**src/hdl/rfp_pkg.sv**
```systemverilog
// Shared constants, request codes and types of the rect feature projection unit.
// No dependencies.
package rfp_pkg;

  localparam int NumFeaturesDef = 128;
  localparam int MaxRectsDef    = 16;
  localparam int ImageSideDef   = 64;

  localparam int ReqTypeW = 2;
  localparam int ImgAddrW = 12;
  localparam int PixW     = 32;
  localparam int FeatW    = 7;
  localparam int SlotW    = 4;
  localparam int CoordW   = 6;
  localparam int WeightW  = 24;
  localparam int CountW   = 5;
  localparam int BoxW     = PixW + 2;
  localparam int ProdW    = BoxW + WeightW;
  localparam int SumW     = 64;

  typedef enum logic [ReqTypeW-1:0] {
    REQ_IMAGE   = 2'd0,
    REQ_RECT    = 2'd1,
    REQ_COMPUTE = 2'd2
  } req_type_e;

  typedef enum logic [1:0] {
    BOX_LOAD = 2'd0,
    BOX_ADD  = 2'd1,
    BOX_SUB  = 2'd2
  } box_op_e;

  typedef struct packed {
    logic    box_en;
    box_op_e box_op;
    logic    mul_en;
    logic    acc_clr;
    logic    acc_en;
  } mac_ctl_t;

  typedef struct packed {
    logic [CoordW-1:0]         x1;
    logic [CoordW-1:0]         y1;
    logic [CoordW-1:0]         x2;
    logic [CoordW-1:0]         y2;
    logic signed [WeightW-1:0] weight;
  } rect_t;

endpackage

```
**src/hdl/rfp_mac.sv**
```systemverilog
// Shared box-sum, multiply and accumulate unit of the feature computation.
// Driven step by step by the sequencer in the top level; depends on rfp_pkg.
module rfp_mac import rfp_pkg::*; (
  input  logic                      clk_i,
  input  mac_ctl_t                  ctl_i,
  input  logic signed [PixW-1:0]    pix_i,
  input  logic signed [WeightW-1:0] weight_i,
  output logic signed [SumW-1:0]    sum_o
);

  logic signed [BoxW-1:0]  box_q, box_d, pix_x;
  logic signed [ProdW-1:0] prod_q;
  logic signed [SumW-1:0]  acc_q;

  assign pix_x = BoxW'(pix_i);

  always_comb begin
    case (ctl_i.box_op)
      BOX_LOAD: box_d = pix_x;
      BOX_ADD:  box_d = box_q + pix_x;
      BOX_SUB:  box_d = box_q - pix_x;
      default:  box_d = box_q;
    endcase
  end

  always_ff @(posedge clk_i) begin
    if (ctl_i.box_en) begin
      box_q <= box_d;
    end
    if (ctl_i.mul_en) begin
      prod_q <= box_q * weight_i;
    end
    if (ctl_i.acc_clr) begin
      acc_q <= '0;
    end else if (ctl_i.acc_en) begin
      acc_q <= acc_q + SumW'(prod_q);
    end
  end

  assign sum_o = acc_q;

endmodule

```
**config.mk**
```make
export PLATFORM = sky130hd
export DESIGN_NAME = rfp_mac
export DESIGN_NICKNAME = d
export VERILOG_FILES = /design/src/hdl/rfp_pkg.sv /design/src/hdl/rfp_mac.sv
export SDC_FILE = /design/constraint.sdc
export NUM_CORES = 2
export LEC_CHECK = 0
export BUFFER_PORTS_ARGS = -buffer_cell sky130_fd_sc_hd__buf_2
export CAP_MARGIN = 0
export CORE_AREA = 2 2 365 367
export DETAILED_ROUTE_END_ITERATION = 8
export DIE_AREA = 0 0 367 369
export HOLD_SLACK_MARGIN = 0.05
export MAX_ROUTING_LAYER = met4
export PLACE_DENSITY_LB_ADDON = 0.15
export SLEW_MARGIN = 40
export SYNTH_ARGS = -nofsm -noshare
export SYNTH_HDL_FRONTEND = slang
export SYNTH_SLANG_ARGS = --single-unit
```
**constraint.sdc**
```tcl
create_clock -name clk_i -period 8 [get_ports clk_i]
set_input_delay 1.2 -clock clk_i [delete_from_list [all_inputs] [get_ports clk_i]]
set_output_delay 1.2 -clock clk_i [all_outputs]
set_load 0.05 [all_outputs]
```
; Yosys cells after proc, flatten, opt, wreduce, memory -nomap -nowiden
; Cells that the tools add are included.
[totals]
register_bits = 156
latch_bits = 0
ram_bits = 0
romBits = 0
inputBits = 63
output_inout_bits = 64
word_cells = 13
mem_count = 0
[classes]
add_sub_neg = 3
n_mul = 1
div_mod_pow = 0
magnitude_cmp = 0
eq_ne = 2
n_shift = 0
muxes = 1
n_bitwise = 0
reduce_logical = 3
[ops]
columns = cell, count
row1 = 34-bit one-hot mux with 3 select lines, 1
row2 = 64-bit by 58-bit adder with 64-bit output, 1
row3 = 34-bit by 24-bit multiplier with 58-bit output, 1
row4 = 34-bit by 32-bit adder with 34-bit output, 1
row5 = 34-bit by 32-bit subtractor with 34-bit output, 1
row6 = 3-bit nonzero test, 1
row7 = 2-bit by 1-bit equality test with 1-bit output (second input constant), 1
row8 = 2-bit equality test (second input constant), 1
row9 = 2-bit zero test, 1
row10 = 2-bit AND reduction, 1

; Logic depth before layout (Yosys ltp)
[depth]
ltp_word = 3
depth_mapped = 29
depth_no_buf = 27

; Worst setup path before layout
; OpenSTA, ideal clock, no wires.
[synth_path]
path_kind = input port to flip-flop
from = input port weight_i[15]
to = register prod_q[57] (data pin)
setup_ns = 0.260
t_arrival_ns = 8.017
required_ns = 7.740
slack_ns = -0.277
stages = 26
path_buffers = 2
cell_sequence = clkbuf_1 > clkbuf_1 > nand2_1 > fa_1 > inv_1 > fa_1 > inv_1 > fa_1 > inv_1 > fa_1 > fa_1 > fa_1 > inv_1 > fa_1 > inv_1 > ha_1 > nand2_1 > or4_1 > or3_1 > o31ai_2 > nor2_1 > o41a_1 > o21ai_2 > a21oi_2 > o31ai_2 > xnor2_1
[synth_between]
elab_chain_len = 1
[synth_lines]
columns = item, line_no
row1 = start: declaration, rfp_mac.sv:7  ; input logic signed [WeightW-1:0] weight_i,
row2 = 34-bit by 24-bit multiplier with 58-bit output, rfp_mac.sv:31  ; prod_q <= box_q * weight_i;
row3 = end signal: assignment, rfp_mac.sv:31
row4 = end: declaration, rfp_mac.sv:12  ; logic signed [ProdW-1:0] prod_q;
; No other way between the ends.
; A chain may end at the register's enable or synchronous reset.

; Worst setup path after layout
[layout_path]
from = input port weight_i[10]
to = register prod_q[57] (data pin)
; Same word-level chain as after synthesis.

==> out/results.tsv <==
stage	metric	value	unit
status	status	finished clean	
timing	fin_ws	0.252	ns
worst_setup_path	cp_common_cell	fa_1	
floorplan	core-area	131000	um^2
floorplan	io_pins	127	
timing	fin_hold_ws	0.479	ns
worst_setup_path	crit_type	in -> reg	
placement	gp_congestion	0.880	
routing	drtAntennaViolNets	0	
timing	worstMarginPinSlew	0.790	ns
layout	area_growth	13.2	%
global_routing	overflow	0	
synth	synth_edf_count	92	
layout	nNetsFinal	5706	
timing	setup-violations-final	0	
floorplan	die_y	369	um
worst_setup_path	required	8.24	ns
timing	relSlewSlack	46.8	%
global_routing	track_usage	17.6	%
timing	slew_viol_final	0	
layout	design_area	44500	um^2
worst_setup_path	crit_fanout	15	
synth	syn-num-nets	5471	
timing	fin_worst_skew	0.0248	ns
layout	drive_gt1_share	10.5	%
synth	ys_seq_area_share	10.3	%
timing	final_hold_viol_count	0	
floorplan	die_width	367	um
placement	place_ws	-0.591	ns
routing	viasPerCell	4.54	
synth	synth_area	39300	um^2
timing	tns	0	ns
placement	placed_area	43800	um^2
worst_setup_path	end_kind	flop	
clock_network	cts.path.max_buffers	2	
synth	yosysWarnings	0	
clock_network	root_buffer	clkbuf_16	
clock_network	cts_tree	built	
routing	remaining_drc_errors	0	
floorplan	die-area	135000	um^2
timing	finalCritPeriodShare	96.9	%
worst_setup_path	crit_slowest_cell	fa_1	
floorplan	rows	133	
global_routing	grt_max_degree	67	
worst_setup_path	crit_path_start_kind	input port	
placement	io_buffers	126	
clock_network	htree_levels	4	
clock_network	cts.sinks	156	
synth	synth-seq-cells	156	
global_routing	grt_pass1_wl	181000	um
clock_network	clkLatencyLatePin	0.51	ns
routing	wl_per_cell	17.7	um
timing	fmax	129	MHz
floorplan	initial_core_util	30.0	%
clock_network	cts_inserted_buffers	17	
timing	grt_setup_unrepaired	yes	
synth	synth_cells	4326	
global_routing	antenna_found_initial	8	
worst_setup_path	crit_path_max_incr_delay	0.67	ns
placement	dpl.hpwl	97700	um
synth	avgSynthCellArea	9.08	um^2
synth	synth.distinct_cells	71	
synth	async_reset_ff_share	0	%
routing	wl	112000	um
worst_setup_path	crit_arrival	7.99	ns
global_routing	grt_pass1_vias	30800	
clock_network	clkTransAtPathRegs	0.08	ns
routing	drt_pass1_iterations	7	
worst_setup_path	path_cells	clkbuf_4 -> buf_4 -> and2_1 -> fa_1 -> inv_1 -> fa_1 -> fa_1 -> fa_1 -> fa_1 -> fa_1 -> fa_1 -> inv_1 -> ha_1 -> nand2_1 -> or4_4 -> or3_4 -> o31ai_4 -> nor2_2 -> o41a_1 -> o21ai_2 -> a21oi_2 -> o31ai_2 -> xnor2_1	
synth	synth_top_flop_cell	edfxtp_1	
job	drv_cap	0	
routing	drtIter0Drc	1621	
min_path	hold_path.class	reg -> reg	
timing	period_minus_slack	7.75	ns
routing	vias	28800	
Yosys cell counts, types with 24 or more instances:
cell type / instances / area [um^2]
inv_1: 857 / 3220
fa_1: 829 / 16600
nand2_1: 534 / 2000
and2_1: 408 / 2550
ha_1: 253 / 3170
clkbuf_1: 188 / 706
a21oi_1: 173 / 866
nor2_1: 149 / 559
o21ai_0: 140 / 701
xnor2_1: 123 / 1080
edfxtp_1: 92 / 2760
a21o_1: 70 / 526
dfxtp_1: 64 / 1280
xor2_1: 57 / 499
nor2b_1: 41 / 257
mux2i_1: 36 / 360
nand2b_1: 29 / 181
nand4_1: 24 / 150
cell families after synthesis:
family | Yosys count | synth area share, %
mux | 39 | 1.00
flops | 156 | 10.3
fa+ha+maj | 1082 | 50.3
buf+inv | 1052 | 10.1
compound gates | 535 | 8.34
simple gates | 1282 | 16.0
xor+xnor | 180 | 4.01
final cells by class:
type	count	area, um^2
tap	1755	2200
timing repair buffer	411	3020
inverter	857	3220
antenna	8	20.0
multi-input combinational	3118	31400
clock buffer	17	425
fill	13900	86600
clock inverter	15	188
sequential	156	4040
layer usage:
metal	share of wire [%]	vias to the layer above	GRT usage [%]
met5	0	-	-
met4	0.90	0	2.44
met3	3.3	54	2.19
met2	43	429	26.0
met1	53	14600	26.1
li1	-	13700	-
state kept, by name, indices dropped and copies added (netlist names):
register and count:
box_q 34, sum_o 64, prod_q 58
cells in the final DEF, fill, tap and decap left out, types with 12 or more instances in the layout:
master | netlist | final
dfxtp_1 | 64 | 64
o31ai_1 | 13 | 13
a21oi_1 | 173 | 172
ha_1 | 253 | 252
a21o_1 | 70 | 70
o21a_1 | 14 | 14
nor2b_1 | 41 | 40
nand3_1 | 22 | 22
nor3_1 | 22 | 22
a31oi_1 | 16 | 15
xor2_1 | 57 | 57
nand2_1 | 534 | 534
o21ai_0 | 140 | 137
buf_4 | 0 | 269
o21bai_1 | 21 | 21
and2_1 | 408 | 407
a211oi_1 | 18 | 17
inv_1 | 857 | 857
nand4_1 | 24 | 24
edfxtp_1 | 92 | 92
xnor2_1 | 123 | 123
fa_1 | 829 | 825
buf_2 | 1 | 116
nor4_1 | 12 | 12
nor2_1 | 149 | 147
mux2i_1 | 36 | 36
o211ai_1 | 12 | 12
nand2b_1 | 29 | 28
clkbuf_16 | 0 | 17
buf_12 | 0 | 17
stage by stage:
stage          cells  util, %
2_1_floorplan   4326        -
3_5_place_dp    6295     33.4
5_1_grt         6336     33.9
3_3_place_gp    6293     33.3
4_1_cts         6327     33.8
6_report        6337     33.9
timing repair:
item                       CTS  global route
pin swaps                    0            11
hold buffers                 0             0
gates resized for setup      3            29
setup endpoints to repair    5            12
buffers inserted             0             2
worst paths after layout:
path	start	to	slack, ns	cells after the start
worst max register to register	box_q[23]$_DFFE_PP_	prod_q[57]$_DFFE_PP_	0.44	23
worst min register to register	sum_o[60]$_SDFFE_PP0P_	sum_o[60]$_SDFFE_PP0P_	0.48	2
worst min-delay path	sum_o[60]$_SDFFE_PP0P_	sum_o[60]$_SDFFE_PP0P_	0.48	2
worst max-delay path	weight_i[10]	prod_q[57]$_DFFE_PP_	0.25	23
critical path: cells and delay by family:
kind / cells / cell delay (ns)
xor+xnor: 1 / 0.10
simple gates: 5 / 1.13
compound gates: 5 / 1.14
buf+inv: 4 / 0.52
fa+ha+maj: 8 / 3.89
Power is not shown: default switching activity piles up to over one toggle a cycle in this logic, so the estimate is an artifact.
